[config.mk]
export PLATFORM = sky130hd
export DESIGN_NAME = sgd_fifo
export DESIGN_NICKNAME = d
export VERILOG_FILES = /design/src/hdl/sgd_pkg.sv /design/src/hdl/sgd_fifo.sv
export VERILOG_INCLUDE_DIRS = /design/src /design/src/hdl
export SDC_FILE = /design/constraint.sdc
export NUM_CORES = 1
export LEC_CHECK = 0
export BUFFER_PORTS_ARGS = -buffer_cell sky130_fd_sc_hd__buf_2
export CAP_MARGIN = 20
export CELL_PAD_IN_SITES_DETAIL_PLACEMENT = 0
export CELL_PAD_IN_SITES_GLOBAL_PLACEMENT = 1
export CORE_AREA = 2 2 51 53
export DETAILED_ROUTE_END_ITERATION = 10
export DIE_AREA = 0 0 53 55
export GPL_TIMING_DRIVEN = 0
export PLACE_DENSITY_LB_ADDON = 0.1
export SLEW_MARGIN = 20
export SYNTH_ARGS = -nofsm -noshare
export SYNTH_HDL_FRONTEND = slang
export SYNTH_SLANG_ARGS = --single-unit
[constraint.sdc]
create_clock -name clk_i -period 1.61 [get_ports clk_i]
set_input_delay 0.322 -clock clk_i [delete_from_list [all_inputs] [get_ports clk_i]]
set_output_delay 0.322 -clock clk_i [all_outputs]
set_load 0.03 [all_outputs]
[src/hdl/sobel_gradient_direction_top_assert.svh]
// Assertion helpers shared by the queue, front and back RTL files of the gradient block.
`ifndef SOBEL_GRADIENT_DIRECTION_TOP_ASSERT_SVH
`define SOBEL_GRADIENT_DIRECTION_TOP_ASSERT_SVH

// Same-cycle implication, checked outside of reset.
`define SGD_ASSERT_IMP(name, clk, rst_n, ante, cons, msg) \
  name: assert property (@(posedge clk) disable iff (!rst_n) (ante) |-> (cons)) \
    else $error(msg);

// Next-cycle implication, checked outside of reset.
`define SGD_ASSERT_NXT(name, clk, rst_n, ante, cons, msg) \
  name: assert property (@(posedge clk) disable iff (!rst_n) (ante) |=> (cons)) \
    else $error(msg);

`endif

[src/hdl/sgd_pkg.sv]
`timescale 1ns / 1ps

package sgd_pkg;

  // Default row store depth.
  localparam int unsigned MAX_WIDTH_DEF = 1024;

  // Field and register widths.
  localparam int unsigned IMG_W_W  = 11;
  localparam int unsigned IMG_H_W  = 13;
  localparam int unsigned ROW_W    = 14;
  localparam int unsigned PIX_W    = 8;
  localparam int unsigned MAG_W    = 8;
  localparam int unsigned DIR_W    = 2;
  localparam int unsigned GRAD_W   = 11;
  localparam int unsigned ABS_W    = 10;
  localparam int unsigned SUM_W    = 11;
  localparam int unsigned APB_AW   = 3;
  localparam int unsigned APB_DW   = 32;

  localparam int unsigned QUEUE_DEPTH = 2;

  localparam logic [IMG_W_W-1:0] IMG_W_RST = 11'd640;
  localparam logic [IMG_H_W-1:0] IMG_H_RST = 13'd480;
  localparam logic [SUM_W-1:0]   MAG_MAX   = 11'd255;

  // Register indexes.
  localparam logic REG_IMAGE_WIDTH  = 1'b0;
  localparam logic REG_IMAGE_HEIGHT = 1'b1;

  // Input action codes.
  localparam logic ACT_PIXEL = 1'b0;
  localparam logic ACT_DRAIN = 1'b1;

  // Direction codes.
  typedef enum logic [DIR_W-1:0] {
    DIR_VERT = 2'd0,
    DIR_HORZ = 2'd1,
    DIR_SAME = 2'd2,
    DIR_OPP  = 2'd3
  } sgd_dir_e;

  // Per-step control that the front hands to the back.
  typedef struct packed {
    logic       row_ge1;
    logic       row_ge2;
    logic       has_res;
    logic       last;
    logic [2:0] rmask;
    logic [2:0] cmask;
  } sgd_flags_t;

endpackage

[src/hdl/sgd_fifo.sv]
`timescale 1ns / 1ps
`include "sobel_gradient_direction_top_assert.svh"

module sgd_fifo import sgd_pkg::*; #(
  parameter int unsigned DATA_W = 8
) (
  input  logic              clk_i,
  input  logic              rst_ni,
  input  logic              push_i,
  input  logic [DATA_W-1:0] data_i,
  output logic              full_o,
  input  logic              pop_i,
  output logic              valid_o,
  output logic [DATA_W-1:0] data_o
);

  localparam int unsigned PTR_W = (QUEUE_DEPTH > 1) ? $clog2(QUEUE_DEPTH) : 1;
  localparam int unsigned CNT_W = $clog2(QUEUE_DEPTH + 1);

  logic [DATA_W-1:0] data_q [QUEUE_DEPTH];
  logic [PTR_W-1:0]  wr_ptr_q, wr_ptr_d;
  logic [PTR_W-1:0]  rd_ptr_q, rd_ptr_d;
  logic [CNT_W-1:0]  cnt_q, cnt_d;

  // Pointer and fill count bookkeeping.
  always_comb begin
    wr_ptr_d = wr_ptr_q;
    rd_ptr_d = rd_ptr_q;
    cnt_d    = cnt_q;
    if (push_i) begin
      wr_ptr_d = (wr_ptr_q == PTR_W'(QUEUE_DEPTH - 1)) ? '0 : wr_ptr_q + PTR_W'(1);
    end
    if (pop_i) begin
      rd_ptr_d = (rd_ptr_q == PTR_W'(QUEUE_DEPTH - 1)) ? '0 : rd_ptr_q + PTR_W'(1);
    end
    if (push_i && !pop_i) begin
      cnt_d = cnt_q + CNT_W'(1);
    end else if (pop_i && !push_i) begin
      cnt_d = cnt_q - CNT_W'(1);
    end
  end

  always_ff @(posedge clk_i or negedge rst_ni) begin
    if (!rst_ni) begin
      wr_ptr_q <= '0;
      rd_ptr_q <= '0;
      cnt_q    <= '0;
    end else begin
      wr_ptr_q <= wr_ptr_d;
      rd_ptr_q <= rd_ptr_d;
      cnt_q    <= cnt_d;
    end
  end

  // Entry storage.
  always_ff @(posedge clk_i) begin
    if (push_i) begin
      data_q[wr_ptr_q] <= data_i;
    end
  end

  assign full_o  = (cnt_q == CNT_W'(QUEUE_DEPTH));
  assign valid_o = (cnt_q != '0);
  assign data_o  = data_q[rd_ptr_q];

  `SGD_ASSERT_IMP(a_no_push_when_full, clk_i, rst_ni, push_i, !full_o, "push into full queue")
  `SGD_ASSERT_IMP(a_no_pop_when_empty, clk_i, rst_ni, pop_i, valid_o, "pop from empty queue")

endmodule

==> results.yml <==
worst_hold_path:
  hold_class: "in2reg"
yosys:
  synthAdderAreaFrac_pct: 1.62
  syn_avg_cell_area_sq_um: 18.9
  synth_edf_count: 16
  ys.flop_type: "edfxtp_1"
  synthTopCellsByArea: "edfxtp_1 62%, dfrtp_1 13%, mux2_2 12%"
  synth-seq-cells: 20
  yosysMostFrequentCell: "edfxtp_1"
  synth_compound_area_share_pct: 0
  synthSimpleGateAreaFrac_pct: 4.05
  muxShareOfSynthArea_pct: 11.7
  netlist_area_sq_um: 773
  synth_commonest_cells: "16 x edfxtp_1, 8 x mux2_2, 4 x dfrtp_1, 4 x xor2_1"
  syn_inst: 41
  syn_nets: 54
  ys_seq_area_share_pct: 75.1
  synthArstFlopShare_pct: 20.0
  synth_top_family_by_area: "multiplexers"
  synth-xor-area-share_pct: 5.66
  synth_cell_type_count: 13
  synth_top_area_share_pct: 62.1
  yosysTopAreaCell: "edfxtp_1"
  yosys_warnings: 0
clock_tree:
  cts_tree: "built"
  clock_latency_ns: 0.29
  clock-sinks: 20
  h-tree-depth: 1
  cts_max_path_buffers: 2
  clk_pin_slew_ns: 0.11
  clockRootBuffer: "clkbuf_4"
  cts_made_buffers: 3
place:
  hpwl_microns: 794
  io_buffers: 21
  place_area_sq_um: 916
  routabilityCongestion: 0.631
sta:
  max_freq_ghz: 0.616
  fin_skew_ns: 0.00615
  hold_viol_final: 0
  maxSlewViolCount: 0
  setup_viol: 5
  rsz0062_at_grt: "true"
  worst_pin_slew_ns: 0.801
  fin_ws_ns: -0.0142
  period_needed_ns: 1.62
  fin_crit_sh_pct: 101
  holdWs_ns: 0.208
  slew_headroom_pct: 46.5
run_status:
  violations: "negative setup slack"
  status: "finished with violations"
floorplanning:
  row_count: 18
  initial_core_util_pct: 32.7
  core_sq_um: 2360
  dieArea_sq_um: 2920
  io_pins: 22
  die-height_microns: 55
  fp.dieW_microns: 53
power_and_ir_drop:
  ir_drop_mv: 0.883
  power_w: 0.00192
  p_per_area_nw_per_um2: 1810
  leakage_nw: 0.452
final_layout:
  fillers: 224
  nets: 84
  fin_area_sq_um: 1060
  final_core_util_pct: 44.8
  multiInputGateArea_sq_um: 208
  ff_latch_area_sq_um: 581
  drive_gt1_share_pct: 54.3
  antenna_cells: 0
  syn2layout_area_growth_pct: 36.9
route:
  ant_nets: 0
  first_pass_iters: 2
  drt_iter0_drc: 2
  vias_per_cell: 4.25
  post-route-drc-count: 0
  drt-wirelength-per-cell_microns: 11.9
  via_count: 425
  routed_wl_microns: 1190
setup_path:
  critical_path_class: "reg2out"
  cp.buffers_inverters: 2
  worstPathArrival_ns: 1.30
  slowest_stage: "dfrtp_1"
  crit_chain: "buf_6, mux2_4, buf_6"
  cp_max_fo: 5
  worstPathRequired_ns: 1.29
  critical_path.most_common_cell: "buf_6"
  worst_path_dominant_cell_family: "flip-flops"
  crit_path_end_kind: "output port"
  cp-start-kind: "flop"
  cpPeakStageDelay_ns: 0.42
grt:
  grt_usage_pct: 10.2
  antenna_found_initial: 0
  overflow: 0
  grt_pass1_wl_microns: 2050
  grt_max_degree: 12
  grt_pass1_vias: 435
job:
  max_cap_violations: 0
-- cells by family after synthesis --
| kind of cell | after synthesis |
|---|---|
| xor+xnor | 5 |
| fa+ha+maj | 1 |
| buf+inv | 2 |
| flops | 20 |
| mux | 8 |
| simple gates | 5 |
-- final timing paths --
| path | start | end | slack [ns] | cells after the start |
|---|---|---|---|---|
| worst max-delay path | rd_ptr_q | data_o[3] | -0.01 | 3 |
| worst min-delay path | data_i[3] | data_q[0][3] | 0.21 | 1 |
| worst max register to register | wr_ptr_q | data_q[0][1] | 0.19 | 1 |
| worst min register to register | cnt_q[1] | cnt_q[1] | 0.49 | 1 |
| max in group asynchronous | rst_ni | cnt_q[0] | 1.13 | 2 |
| min in group asynchronous | rst_ni | wr_ptr_q | 0.35 | 2 |
-- layer usage --
| layer | up-vias | track usage [%] | part of all wire [%] |
|---|---|---|---|
| met5 | - | 0 | 0 |
| met4 | 0 | 3.85 | 1.3 |
| met3 | 2 | 2.42 | 4.7 |
| met2 | 14 | 15.6 | 47 |
| met1 | 204 | 14.1 | 47 |
| li1 | 205 | - | - |
-- through the flow --
stage | TNS (ns) | cells | worst slack [ns]
floorplan | 0 | 41 | 0.430
global placement | 0 | 92 | 0.0956
detailed placement | 0 | 92 | 0.126
CTS | -0.128 | 100 | -0.0260
global route | -0.473 | 100 | -0.0675
finish | -0.0466 | 100 | -0.0142
-- cell type report --
type                       count  area share [%]
buffer                         1            1.06
clock buffer                   3            2.13
clock inverter                 1           0.355
inverter                       1           0.355
multi-input combinational     19            19.6
sequential                    20            54.8
tap                           30            3.55
timing repair buffer          25            18.1
-- registers in the layout, summed over array words and instances, names as in the netlist --
name      cells
cnt_q         2
data_q       16
rd_ptr_q      1
wr_ptr_q      1
-- cell usage in the layout, fill, tap and decap left out --
cell,count
dfrtp_1,4
edfxtp_1,16
nor2b_1,1
buf_2,13
xor2_1,4
buf_6,10
mux2_4,8
or2_2,1
clkbuf_4,3
buf_4,2
clkinv_1,1
xnor2_1,1
inv_1,1
ha_1,1
and2b_2,1
and2_1,1
dlygate4sd3_1,1
nor2_1,1
-- power by group --
group	internal (W)	switching [W]	leakage [nW]	total (W)
sequential	0.000704	0.0000652	0.197	0.000769
combinational	0.000464	0.000456	0.240	0.000919
clock	0.0000902	0.000140	0.0154	0.000230
-- timing repair --
action | CTS | global route
gates resized for setup | 26 | 0
cloned | 1 | 0
hold buffers | 1 | 0
setup buffers | 2 | 0
endpoints found under the hold margin | 4 | 0
endpoints found under the setup margin | 8 | 8
Power figures use the tool's default switching activity.
