File: src/hdl/sobel_gradient_direction_top_assert.svh
// Assertion helpers shared by the queue, front and back RTL files of the gradient block.
`ifndef SOBEL_GRADIENT_DIRECTION_TOP_ASSERT_SVH
`define SOBEL_GRADIENT_DIRECTION_TOP_ASSERT_SVH

// Same-cycle implication, checked outside of reset.
`define SGD_ASSERT_IMP(name, clk, rst_n, ante, cons, msg) \
  name: assert property (@(posedge clk) disable iff (!rst_n) (ante) |-> (cons)) \
    else $error(msg);

// Next-cycle implication, checked outside of reset.
`define SGD_ASSERT_NXT(name, clk, rst_n, ante, cons, msg) \
  name: assert property (@(posedge clk) disable iff (!rst_n) (ante) |=> (cons)) \
    else $error(msg);

`endif

File: src/hdl/sgd_pkg.sv
`timescale 1ns / 1ps

package sgd_pkg;

  // Default row store depth.
  localparam int unsigned MAX_WIDTH_DEF = 1024;

  // Field and register widths.
  localparam int unsigned IMG_W_W  = 11;
  localparam int unsigned IMG_H_W  = 13;
  localparam int unsigned ROW_W    = 14;
  localparam int unsigned PIX_W    = 8;
  localparam int unsigned MAG_W    = 8;
  localparam int unsigned DIR_W    = 2;
  localparam int unsigned GRAD_W   = 11;
  localparam int unsigned ABS_W    = 10;
  localparam int unsigned SUM_W    = 11;
  localparam int unsigned APB_AW   = 3;
  localparam int unsigned APB_DW   = 32;

  localparam int unsigned QUEUE_DEPTH = 2;

  localparam logic [IMG_W_W-1:0] IMG_W_RST = 11'd640;
  localparam logic [IMG_H_W-1:0] IMG_H_RST = 13'd480;
  localparam logic [SUM_W-1:0]   MAG_MAX   = 11'd255;

  // Register indexes.
  localparam logic REG_IMAGE_WIDTH  = 1'b0;
  localparam logic REG_IMAGE_HEIGHT = 1'b1;

  // Input action codes.
  localparam logic ACT_PIXEL = 1'b0;
  localparam logic ACT_DRAIN = 1'b1;

  // Direction codes.
  typedef enum logic [DIR_W-1:0] {
    DIR_VERT = 2'd0,
    DIR_HORZ = 2'd1,
    DIR_SAME = 2'd2,
    DIR_OPP  = 2'd3
  } sgd_dir_e;

  // Per-step control that the front hands to the back.
  typedef struct packed {
    logic       row_ge1;
    logic       row_ge2;
    logic       has_res;
    logic       last;
    logic [2:0] rmask;
    logic [2:0] cmask;
  } sgd_flags_t;

endpackage

File: src/hdl/sgd_front.sv
`timescale 1ns / 1ps
`include "sobel_gradient_direction_top_assert.svh"

module sgd_front import sgd_pkg::*; #(
  parameter int unsigned MAX_WIDTH = MAX_WIDTH_DEF
) (
  input  logic                             clk_i,
  input  logic                             rst_ni,
  input  logic [$clog2(MAX_WIDTH+1)-1:0]   w_i,
  input  logic [IMG_H_W-1:0]               h_i,
  input  logic                             in_valid_i,
  output logic                             in_stall_o,
  input  logic                             action_i,
  input  logic [PIX_W-1:0]                 pixel_i,
  input  logic                             full_i,
  output logic                             push_o,
  output logic [$clog2(MAX_WIDTH)-1:0]     push_col_o,
  output logic [PIX_W-1:0]                 push_bot_o,
  output sgd_flags_t                       push_flags_o
);

  localparam int unsigned COL_W = $clog2(MAX_WIDTH);
  localparam int unsigned LAG_W = $clog2(MAX_WIDTH + 2);

  logic [COL_W-1:0] in_col_q, in_col_d;
  logic [ROW_W-1:0] in_row_q, in_row_d;
  logic [COL_W-1:0] out_col_q, out_col_d;
  logic [ROW_W-1:0] out_row_q, out_row_d;
  logic [LAG_W-1:0] lag_q, lag_d;

  logic             accept;
  logic             frame_in;
  logic             step;
  logic [COL_W:0]   w_ext;
  logic [ROW_W-1:0] h_ext;
  logic [LAG_W-1:0] w_plus1;
  logic [COL_W:0]   in_col_inc;
  logic [COL_W:0]   out_col_inc;
  logic [ROW_W-1:0] out_row_inc;
  logic             in_col_wrap;
  logic             out_col_wrap;
  sgd_flags_t       flags;

  assign w_ext   = (COL_W + 1)'(w_i);
  assign h_ext   = ROW_W'(h_i);
  assign w_plus1 = LAG_W'(w_i) + LAG_W'(1);

  // Accept while the queue has room; an early drain is taken and dropped.
  assign accept     = in_valid_i && !full_i;
  assign in_stall_o = full_i;
  assign frame_in   = (in_row_q >= h_ext);
  assign step       = accept && !((action_i == ACT_DRAIN) && !frame_in);

  assign in_col_inc   = {1'b0, in_col_q} + (COL_W + 1)'(1);
  assign out_col_inc  = {1'b0, out_col_q} + (COL_W + 1)'(1);
  assign out_row_inc  = out_row_q + ROW_W'(1);
  assign in_col_wrap  = (in_col_inc >= w_ext);
  assign out_col_wrap = (out_col_inc >= w_ext);

  // Classification of the step: result or not, border masks, frame end.
  always_comb begin
    flags          = '0;
    flags.row_ge1  = (in_row_q != '0);
    flags.row_ge2  = (in_row_q >= ROW_W'(2));
    flags.has_res  = (lag_q >= w_plus1);
    flags.last     = out_col_wrap && (out_row_inc >= h_ext);
    flags.rmask[0] = (out_row_q != '0) && (out_row_q <= h_ext);
    flags.rmask[1] = (out_row_q < h_ext);
    flags.rmask[2] = (out_row_inc < h_ext);
    flags.cmask[0] = (out_col_q != '0) && ({1'b0, out_col_q} <= w_ext);
    flags.cmask[1] = ({1'b0, out_col_q} < w_ext);
    flags.cmask[2] = (out_col_inc < w_ext);
  end

  // Position and lag updates.
  always_comb begin
    in_col_d  = in_col_q;
    in_row_d  = in_row_q;
    out_col_d = out_col_q;
    out_row_d = out_row_q;
    lag_d     = lag_q;
    if (step) begin
      if (in_col_wrap) begin
        in_col_d = '0;
        in_row_d = in_row_q + ROW_W'(1);
      end else begin
        in_col_d = in_col_inc[COL_W-1:0];
      end
      if (!flags.has_res) begin
        lag_d = lag_q + LAG_W'(1);
      end else if (flags.last) begin
        in_col_d  = '0;
        in_row_d  = '0;
        out_col_d = '0;
        out_row_d = '0;
        lag_d     = '0;
      end else if (out_col_wrap) begin
        out_col_d = '0;
        out_row_d = out_row_inc;
      end else begin
        out_col_d = out_col_inc[COL_W-1:0];
      end
    end
  end

  always_ff @(posedge clk_i or negedge rst_ni) begin
    if (!rst_ni) begin
      in_col_q  <= '0;
      in_row_q  <= '0;
      out_col_q <= '0;
      out_row_q <= '0;
      lag_q     <= '0;
    end else begin
      in_col_q  <= in_col_d;
      in_row_q  <= in_row_d;
      out_col_q <= out_col_d;
      out_row_q <= out_row_d;
      lag_q     <= lag_d;
    end
  end

  // Queue entry; a pixel past the frame end counts as a zero pixel.
  assign push_o       = step;
  assign push_col_o   = in_col_q;
  assign push_bot_o   = frame_in ? '0 : pixel_i;
  assign push_flags_o = flags;

  `SGD_ASSERT_NXT(a_frame_rewinds, clk_i, rst_ni, push_o && push_flags_o.has_res && push_flags_o.last,
                  in_col_q == '0 && in_row_q == '0 && lag_q == '0, "frame end left stale position")

endmodule

File: config.mk
export PLATFORM = sky130hd
export DESIGN_NAME = sgd_front
export DESIGN_NICKNAME = d
export VERILOG_FILES = /design/src/hdl/sgd_pkg.sv /design/src/hdl/sgd_front.sv
export VERILOG_INCLUDE_DIRS = /design/src /design/src/hdl
export SDC_FILE = /design/constraint.sdc
export NUM_CORES = 1
export LEC_CHECK = 0
export ABC_AREA = 1
export BUFFER_PORTS_ARGS = -buffer_cell sky130_fd_sc_hd__buf_2
export CAP_MARGIN = 20
export CORE_MARGIN = 1
export CORE_UTILIZATION = 25
export DETAILED_ROUTE_END_ITERATION = 10
export GPL_TIMING_DRIVEN = 0
export PLACE_DENSITY = 0.52
export SLEW_MARGIN = 20
export SYNTH_ARGS = -nofsm -noshare
export SYNTH_HDL_FRONTEND = slang
export SYNTH_SLANG_ARGS = --single-unit
File: constraint.sdc
create_clock -name clk_i -period 5.7 [get_ports clk_i]
set_clock_uncertainty 0.1 [all_clocks]
set_input_delay 0.855 -clock clk_i [delete_from_list [all_inputs] [get_ports clk_i]]
set_output_delay 0.855 -clock clk_i [all_outputs]
set_load 0.02 [all_outputs]
==> impl_metrics.py, run 1 <==
metrics = {
    "route": {
        "drc": 0,
        "wl_per_cell_um": 12.9,
        "ant_nets": 0,
        "vias_per_cell": 4.44,
        "vias": 5658,
        "drtPass1Iterations": 5,
        "drtIter0Drc": 281,
        "totalWireLength_um": 16400,
    },
    "clock_tree": {
        "h-tree-depth": 3,
        "cts_tree": "built",
        "clkSlewWorstSetupHoldPaths_ps": 60,
        "cts.sinks": 59,
        "clock_path_buffers": 2,
        "clock_latency_ps": 340,
        "numCtsBuffers": 9,
        "hold_buffers": 0,
        "post_cts.resized_instances": 0,
        "post_cts_buffers": 0,
        "root_buffer": "clkbuf_16",
    },
    "critical_path": {
        "cp.arrival_ps": 3420,
        "crit_path_max_incr_delay_ps": 480,
        "slowest_stage": "dfrtp_1",
        "cp_common_cell": "nand2_1",
        "critPathLaunchType": "flip-flop",
        "required_ps": 4740,
        "endpoint_kind": "output port",
        "crit_chain": "ha_1, nand2_1, nor2_1, inv_1, nor2_2, nand2_1, nor4_2, xor2_1, ha_1, and3_1, nand2_1, nand2_1, nor2_4, nand3_4, nand2_4, buf_8, inv_1, buf_2",
        "cp_max_fo": 10,
        "critical_path_class": "flip-flop to output port",
    },
    "hold_path": {
        "hp-class": "input pin to async pin",
    },
    "flow_run": {
        "cap_violations": 0,
    },
    "cells_and_area": {
        "mostFrequentLayoutCells": "200 x nand2_1, 129 x inv_1, 92 x ha_1, 71 x nor2_1, 67 x buf_2",
        "drive_gt1_share_pct": 18.9,
        "fillers": 2677,
        "final_common_cell": "nand2_1",
        "num-nets-final": 1075,
        "n_antenna_cell": 0,
        "syn_to_final_growth_pct": 16.6,
    },
    "die": {
        "initial_core_util_pct": 25.8,
        "fp.dieArea_um2": 26000,
        "dieHeight_um": 161,
        "coreArea_um2": 24600,
        "placementRows": 57,
        "fp.dieW_um": 161,
        "io-pin-count": 67,
    },
    "global_route": {
        "grt_use_total_pct": 13.2,
        "grt_start_max_net_pins": 45,
        "grt_pass1_wl_um": 27200,
        "antenna_found_initial": 0,
        "grt_overflow": 0,
        "grt_pass1_vias": 5326,
    },
    "place": {
        "dp_hpwl_um": 13400,
        "io_buffers": 66,
        "gp_congestion": 0.806,
    },
    "yosys": {
        "synth_area_um2": 6350,
        "synth_cell_types": 48,
        "synthArstFlopShare_pct": 100,
        "synthTopCellsByArea": "dfrtp_1 23%, ha_1 18%, nand2_1 12%, inv_1 7.6%, nand3_2 5.0%",
        "synthFlopType": "dfrtp_1",
        "yosysTopAreaCell": "dfrtp_1",
        "synth_area_per_cell_um2": 7.31,
        "synth-edff-count": 0,
        "ys_seq_elements": 59,
        "yosysTopAreaCellShare_pct": 23.3,
        "synth_warnings": 0,
        "syn_inst": 868,
        "syn_nets": 997,
        "ys_seq_area_share_pct": 23.3,
    },
    "power": {
        "p_per_area_nw_per_um2": 257,
        "ir_drop_mv": 0.159,
        "fin_total_pwr_mw": 1.90,
        "p_leak_nw": 4.07,
    },
    "sta": {
        "drv_slew": 0,
        "rsz0062_at_grt": "no",
        "period_needed_ps": 4370,
        "hold_viol": 0,
        "setup_tns_ps": 0,
        "post-route-period-util_pct": 76.7,
        "setup_violations": 0,
        "max_freq_mhz": 229,
        "slew_headroom_pct": 58.0,
        "worst_pin_slew_ps": 630,
    },
    "outcome": {
        "status": "complete, no violations",
    },
}
-- area by class of cell --
| class | count | area [µm²] | area share (%) |
|---|---|---|---|
| Tap cell | 324 | 405 | 5.48 |
| Buffer | 14 | 131 | 1.77 |
| Inverter | 134 | 503 | 6.80 |
| Clock inverter | 2 | 35.0 | 0.473 |
| Sequential cell | 59 | 1480 | 19.9 |
| Multi-Input combinational cell | 661 | 4240 | 57.2 |
| Clock buffer | 14 | 254 | 3.43 |
| Timing Repair Buffer | 67 | 360 | 4.87 |
-- report_power, final --
part           internal, mW  total, mW  switching, mW
clock network         0.350      0.552          0.202
registers             0.480      0.572         0.0921
logic                 0.285      0.777          0.491
-- sequential cells by signal (all words and copies together) (netlist names) --
register    flops
out_col_q      10
out_row_q      14
lag_q          11
in_row_q       14
push_col_o     10
-- worst max-delay path, delay by kind of cell (launching register included) --
| kind | cells | cell delay [ps] |
|---|---|---|
| and+or+nand+nor | 11 | 1410 |
| adders and majority gates | 2 | 510 |
| DFF | 1 | 480 |
| buffers and inverters | 4 | 430 |
| xor gates and xnor gates | 1 | 250 |
-- synth_stat cells (all sizes together) (2+ instances only) --
| master | count |
|---|---|
| nand2 | 220 |
| inv | 134 |
| nor2 | 93 |
| ha | 92 |
| nand3 | 88 |
| dfrtp | 59 |
| a21oi | 39 |
| xor2 | 31 |
| nand4 | 24 |
| o21ai | 21 |
| buf | 12 |
| nor3 | 12 |
| nor4 | 10 |
| a21o | 4 |
| nand3b | 4 |
| o21a | 3 |
| or2 | 3 |
| xnor2 | 3 |
| clkbuf | 2 |
| nor3b | 2 |
| o21bai | 2 |
| or4 | 2 |
-- through the flow --
stage          instance area, µm²  setup slack [ps]  utilization [%]  std cells  hold slack (ps)
3_3_place_gp                 7080              1670             28.8       1258              412
4_1_cts                      7400              1290             30.1       1275              294
2_1_floorplan                6350              2060                -        868              376
3_5_place_dp                 7110              1630             28.9       1259              417
6_report                     7400              1330             30.1       1275              280
5_1_grt                      7400              1040             30.1       1275              302
-- routing by layer --
layer	global-route usage [%]	vias to the layer above	part of all wire, %
met1	17.8	2596	50
li1	-	2999	-
met5	0	-	0
met3	1.49	12	1.5
met2	21.8	51	47
met4	4.46	0	1.4
-- final timing paths --
check / endpoint / depth (start not counted) / startpoint / slack [ps]
max: push_flags_o[6] / 18 / out_row_q[0] / 1330
min: out_col_q[3] / 1 / rst_ni / 280
max reg2reg: out_row_q[7] / 19 / out_col_q[2] / 2280
min reg2reg: out_row_q[13] / 2 / out_row_q[13] / 430
max in group asynchronous: out_row_q[8] / 2 / rst_ni / 4690
min in group clk_i: out_row_q[13] / 2 / out_row_q[13] / 430
-- kinds of logic (layout without fill, tap and decap cells) --
group,after synthesis,in the layout,synth area share (%)
AO/OA/AOI/OAI,74,74,6.64
XOR/XNOR,34,34,4.69
buffers and inverters,148,231,9.99
adder cells (fa/ha/maj),92,92,18.1
flip-flops,59,59,23.3
AND/OR/NAND/NOR,461,461,37.3
No activity file was read; power rests on OpenSTA's default activity.
==> inputs of run 2 (changes only) <==
==> constraint.sdc (replaced) <==
create_clock -name clk_i -period 4.3 [get_ports clk_i]
set_clock_uncertainty 0.1 [all_clocks]
set_input_delay 0.645 -clock clk_i [delete_from_list [all_inputs] [get_ports clk_i]]
set_output_delay 0.645 -clock clk_i [all_outputs]
set_load 0.02 [all_outputs]
==> impl_metrics.py, run 2 (synthesis gave the netlist of run 1 again) <==
metrics = {
    "outcome": {
        "status": "complete, no violations",
    },
    "critical_path": {
        "critical_path_class": "flip-flop to output port",
        "cp_max_fo": 10,
        "path_depth": 18,
        "crit_buf_inv": 4,
        "critPathLaunchType": "flip-flop",
        "endpoint_kind": "output port",
        "cp.arrival_ps": 3350,
        "required_ps": 3560,
        "reg2reg_setup_slack_ps": 970,
        "crit_family": "simple AND/OR/NAND/NOR gates",
        "reg2regPathDepth": 19,
        "crit_chain": "ha_1, nand2_1, nor2_2, inv_1, nor2_4, nand2_2, nor4_4, xor2_1, ha_1, and3_1, nand3_1, nor2_4, nand2_2, nand3_4, nand2_4, buf_8, inv_1, buf_2",
        "crit_path_max_incr_delay_ps": 410,
        "slowest_stage": "dfrtp_2",
    },
    "sta": {
        "period_needed_ps": 4100,
        "max_freq_mhz": 244,
        "drv_slew": 0,
        "worst_pin_slew_ps": 626,
        "hold_viol": 0,
        "setup_violations": 0,
        "slew_headroom_pct": 58.2,
        "post-route-period-util_pct": 95.3,
    },
    "route": {
        "drtPass1Iterations": 5,
        "wl_per_cell_um": 12.9,
        "vias": 5676,
        "drc": 0,
        "vias_per_cell": 4.43,
        "totalWireLength_um": 16600,
        "drtIter0Drc": 269,
        "ant_nets": 0,
    },
    "die": {
        "fp.dieW_um": 161,
        "initial_core_util_pct": 25.8,
        "placementRows": 57,
        "io-pin-count": 67,
        "fp.dieArea_um2": 26000,
        "dieHeight_um": 161,
        "coreArea_um2": 24600,
    },
    "clock_tree": {
        "cts_tree": "built",
        "hold_buffers": 0,
        "clock_path_buffers": 2,
        "cts.sinks": 59,
        "numCtsBuffers": 9,
        "clock_latency_ps": 340,
        "h-tree-depth": 3,
        "clkSlewWorstSetupHoldPaths_ps": 60,
        "root_buffer": "clkbuf_16",
    },
    "place": {
        "gp_congestion": 0.806,
        "dp_hpwl_um": 13400,
        "io_buffers": 66,
    },
    "cells_and_area": {
        "syn_to_final_growth_pct": 17.9,
        "fillers": 2667,
        "top_regs": "in_row_q (14), out_row_q (14), lag_q (11)",
        "n_antenna_cell": 0,
        "final_util_pct": 30.4,
        "final_common_cell": "nand2_1",
        "mostFrequentLayoutCells": "199 x nand2_1, 129 x inv_1, 92 x ha_1, 70 x nor2_1, 67 x buf_2",
        "num-nets-final": 1082,
        "drive_gt1_share_pct": 20.0,
    },
    "global_route": {
        "grt_pass1_wl_um": 27200,
        "grt_pass1_vias": 5326,
        "grt_start_max_net_pins": 45,
        "antenna_found_initial": 0,
        "grt_use_total_pct": 13.2,
        "grt_overflow": 0,
    },
    "power": {
        "p_leak_nw": 4.12,
        "fin_total_pwr_mw": 2.53,
        "clkPwrFrac_pct": 29.0,
        "p_per_area_nw_per_um2": 338,
        "ir_drop_mv": 0.211,
        "swShare_pct": 41.3,
        "pwr-share-comb_pct": 41.0,
        "seqPwrFrac_pct": 30.0,
        "p_int_mw": 1.48,
        "power_switching_mw": 1.04,
    },
    "hold_path": {
        "hp-class": "input pin to async pin",
    },
    "flow_run": {
        "cap_violations": 0,
    },
}
-- run 2: final timing paths --
path | from | endpoint
setup reg to reg | out_col_q[2] | out_row_q[7]
hold reg to reg | out_row_q[13] | out_row_q[13]
min in group clk_i | out_row_q[13] | out_row_q[13]
setup / recovery | out_row_q[0] | push_flags_o[6]
max in group asynchronous | rst_ni | out_row_q[0]
hold / removal | rst_ni | out_col_q[3]
-- run 2: repair_timing --
item,4_1_cts,5_1_grt
resized for setup,0,7
setup endpoints to repair,0,1
hold endpoints to repair,0,0
setup buffers,0,7
-- run 2: cell type report --
cell class	instances	area [µm²]	share of cell area, %
well taps	324	405	5.42
clock buffers	14	254	3.40
inverters	134	503	6.72
clock inverters	2	35.0	0.468
repair buffers	74	413	5.52
plain buffers	14	131	1.76
multi-input cells	661	4260	56.9
flip-flops and latches	59	1480	19.8
-- run 2: power groups by stage --
| stage | registers (mW) | logic (mW) | clock network (mW) |
|---|---|---|---|
| after global placement | 0.768 | 1.02 | 0 |
| after global routing | 0.774 | 1.21 | 0.777 |
| final | 0.757 | 1.04 | 0.732 |
| after detailed placement | 0.766 | 1.04 | 0 |
| after CTS | 0.759 | 1.04 | 0.749 |
| after floorplan | 0.767 | 0.739 | 0 |
-- run 2: metrics by stage --
step	cells	setup TNS (ps)	hold slack [ps]	worst slack (ps)	instance area, µm²
after floorplan	868	0	249	868	6350
after global placement	1258	0	412	483	7080
after detailed placement	1259	0	417	489	7110
after CTS	1275	0	84.0	100	7400
after global routing	1282	-51.9	92.4	-51.9	7480
final	1282	0	70.4	203	7480
-- run 2: per-layer routing --
metal,GRT usage [%],vias up,wire length (µm)
met5,0,-,0
met3,1.49,14,314
met2,21.8,56,7770
met1,17.8,2598,8200
li1,-,3008,-
met4,4.46,0,265
==> inputs of run 3 (changes only) <==
--- a/config.mk
+++ b/config.mk
@@ -8,12 +8,11 @@
 export LEC_CHECK = 0
 export ABC_AREA = 1
 export BUFFER_PORTS_ARGS = -buffer_cell sky130_fd_sc_hd__buf_2
-export CAP_MARGIN = 20
 export CORE_MARGIN = 1
 export CORE_UTILIZATION = 25
+export CTS_CLUSTER_DIAMETER = 30
 export DETAILED_ROUTE_END_ITERATION = 10
 export GPL_TIMING_DRIVEN = 0
-export PLACE_DENSITY = 0.52
 export SLEW_MARGIN = 20
 export SYNTH_ARGS = -nofsm -noshare
 export SYNTH_HDL_FRONTEND = slang
==> impl_metrics.py, run 3 (synthesis gave the netlist of run 1 again) <==
metrics = {
    "outcome": {
        "status": "complete, no violations",
    },
    "global_route": {
        "antenna_found_initial": 0,
        "busiest_layer": "met2",
        "grt_start_max_net_pins": 42,
        "grt_use_total_pct": 13.2,
        "gr-usage-met2_pct": 22.2,
        "grt_pass1_wl_um": 27600,
        "grt_overflow": 0,
        "grt_pass1_vias": 5590,
        "grtUsageMet1_pct": 16.7,
        "use_met3_pct": 1.59,
    },
    "power": {
        "p_per_area_nw_per_um2": 347,
        "ir_drop_mv": 0.256,
        "p_leak_nw": 4.10,
    },
    "critical_path": {
        "cp_max_fo": 10,
        "endpoint_kind": "output port",
        "critical_path_class": "flip-flop to output port",
        "required_ps": 3560,
        "critPathLaunchType": "flip-flop",
        "crit_path_max_incr_delay_ps": 410,
        "slowest_stage": "dfrtp_2",
        "reg2regPathDepth": 19,
        "cp.arrival_ps": 3290,
        "cp_common_cell": "nand2_1",
        "crit_chain": "ha_1, nand2_1, nor2_1, inv_1, nor2_2, nand2_1, nor4_2, xor2_1, ha_1, and3_1, nand2_1, nand2_1, nor2_4, nand3_4, nand2_4, buf_8, inv_1, buf_2",
        "reg2reg_setup_slack_ps": 980,
    },
    "cells_and_area": {
        "syn_to_final_growth_pct": 17.8,
        "stdcell_count": 1277,
        "mostFrequentLayoutCells": "200 x nand2_1, 129 x inv_1, 92 x ha_1, 71 x nor2_1, 67 x buf_2",
        "drive_gt1_share_pct": 19.8,
        "num-nets-final": 1077,
        "n_antenna_cell": 0,
        "final_cell_area_um2": 7470,
        "final_common_cell": "nand2_1",
        "top_regs": "in_row_q (14), out_row_q (14), lag_q (11)",
    },
    "sta": {
        "hold_viol": 0,
        "post-route-period-util_pct": 93.9,
        "worst_pin_slew_ps": 625,
        "drv_slew": 0,
        "rsz0062_at_grt": "no",
        "max_freq_mhz": 248,
        "setup_violations": 0,
        "slew_headroom_pct": 57.9,
        "setup_tns_ps": 0,
        "period_needed_ps": 4040,
    },
    "flow_run": {
        "cap_violations": 0,
    },
    "place": {
        "dp_hpwl_um": 13200,
        "place_area_um2": 7110,
        "gp_congestion": 0.847,
        "io_buffers": 66,
        "placed_cells": 1259,
    },
    "route": {
        "wl_per_cell_um": 12.7,
        "vias": 5762,
        "drtPass1Iterations": 4,
        "ant_nets": 0,
        "vias_per_cell": 4.51,
        "drc": 0,
        "totalWireLength_um": 16200,
        "drtIter0Drc": 229,
    },
    "die": {
        "fp.dieW_um": 161,
        "dieHeight_um": 161,
        "initial_core_util_pct": 25.8,
        "io-pin-count": 67,
        "coreArea_um2": 24600,
        "placementRows": 57,
        "fp.dieArea_um2": 26000,
    },
    "clock_tree": {
        "clock_path_buffers": 2,
        "cts.sinks": 59,
        "clkSlewWorstSetupHoldPaths_ps": 60,
        "h-tree-depth": 3,
        "numCtsBuffers": 9,
        "root_buffer": "clkbuf_16",
        "clock_latency_ps": 340,
        "cts_tree": "built",
    },
    "hold_path": {
        "hp-class": "input pin to async pin",
    },
}
## run 3: worst paths after layout
check	endpoint	start
min in group clk_i	out_row_q[13]	out_row_q[13]
min	out_col_q[9]	rst_ni
min reg2reg	out_row_q[13]	out_row_q[13]
max in group asynchronous	out_row_q[0]	rst_ni
max	push_flags_o[6]	out_row_q[1]
max reg2reg	out_row_q[7]	out_col_q[1]
## run 3: stage by stage
stage / setup slack [ps] / power [mW] / utilization, % / hold slack, ps
6_report: 260 / 2.59 / 30.4 / 98.4
5_1_grt: 7.69 / 2.82 / 30.4 / 119
4_1_cts: 65.5 / 2.59 / 30.2 / 96.9
3_5_place_dp: 454 / 1.79 / 28.9 / 420
3_3_place_gp: 410 / 1.77 / 28.8 / 410
2_1_floorplan: 868 / 1.51 / - / 249
## run 3: area by class of cell
type / count / area, µm²
fillers: 2645 / 17100
multi-input cells: 661 / 4270
flip-flops and latches: 59 / 1480
inverters: 134 / 503
well taps: 324 / 405
repair buffers: 69 / 375
clock buffers: 11 / 233
plain buffers: 14 / 131
clock inverters: 5 / 77.6
## run 3: critical path, delay by kind of cell, from the launching register on
family	cells	cell delay (ps)
AND/OR/NAND/NOR	11	1380
flip-flops	1	410
buffers and inverters	4	440
XOR/XNOR	1	240
adder cells (fa/ha/maj)	2	470
## run 3: routing by layer
metal	part of all wire, %	vias to the layer above
met5	0	-
met4	3.0	0
met3	2.5	34
met2	48	94
met1	46	2642
li1	-	2992
## run 3: report_power, final
group / switching, mW / leakage (nW) / internal, mW
clock network: 0.275 / 0.150 / 0.506
registers: 0.121 / 0.711 / 0.636
logic: 0.668 / 3.24 / 0.387
total: 1.06 / 4.10 / 1.53
## run 3: timing repair
action | 4_1_cts | 5_1_grt
hold buffers | 0 | 0
endpoints found under the hold margin | 0 | 0
gates resized for setup | 0 | 8
endpoints found under the setup margin | 0 | 1
buffers inserted | 0 | 2
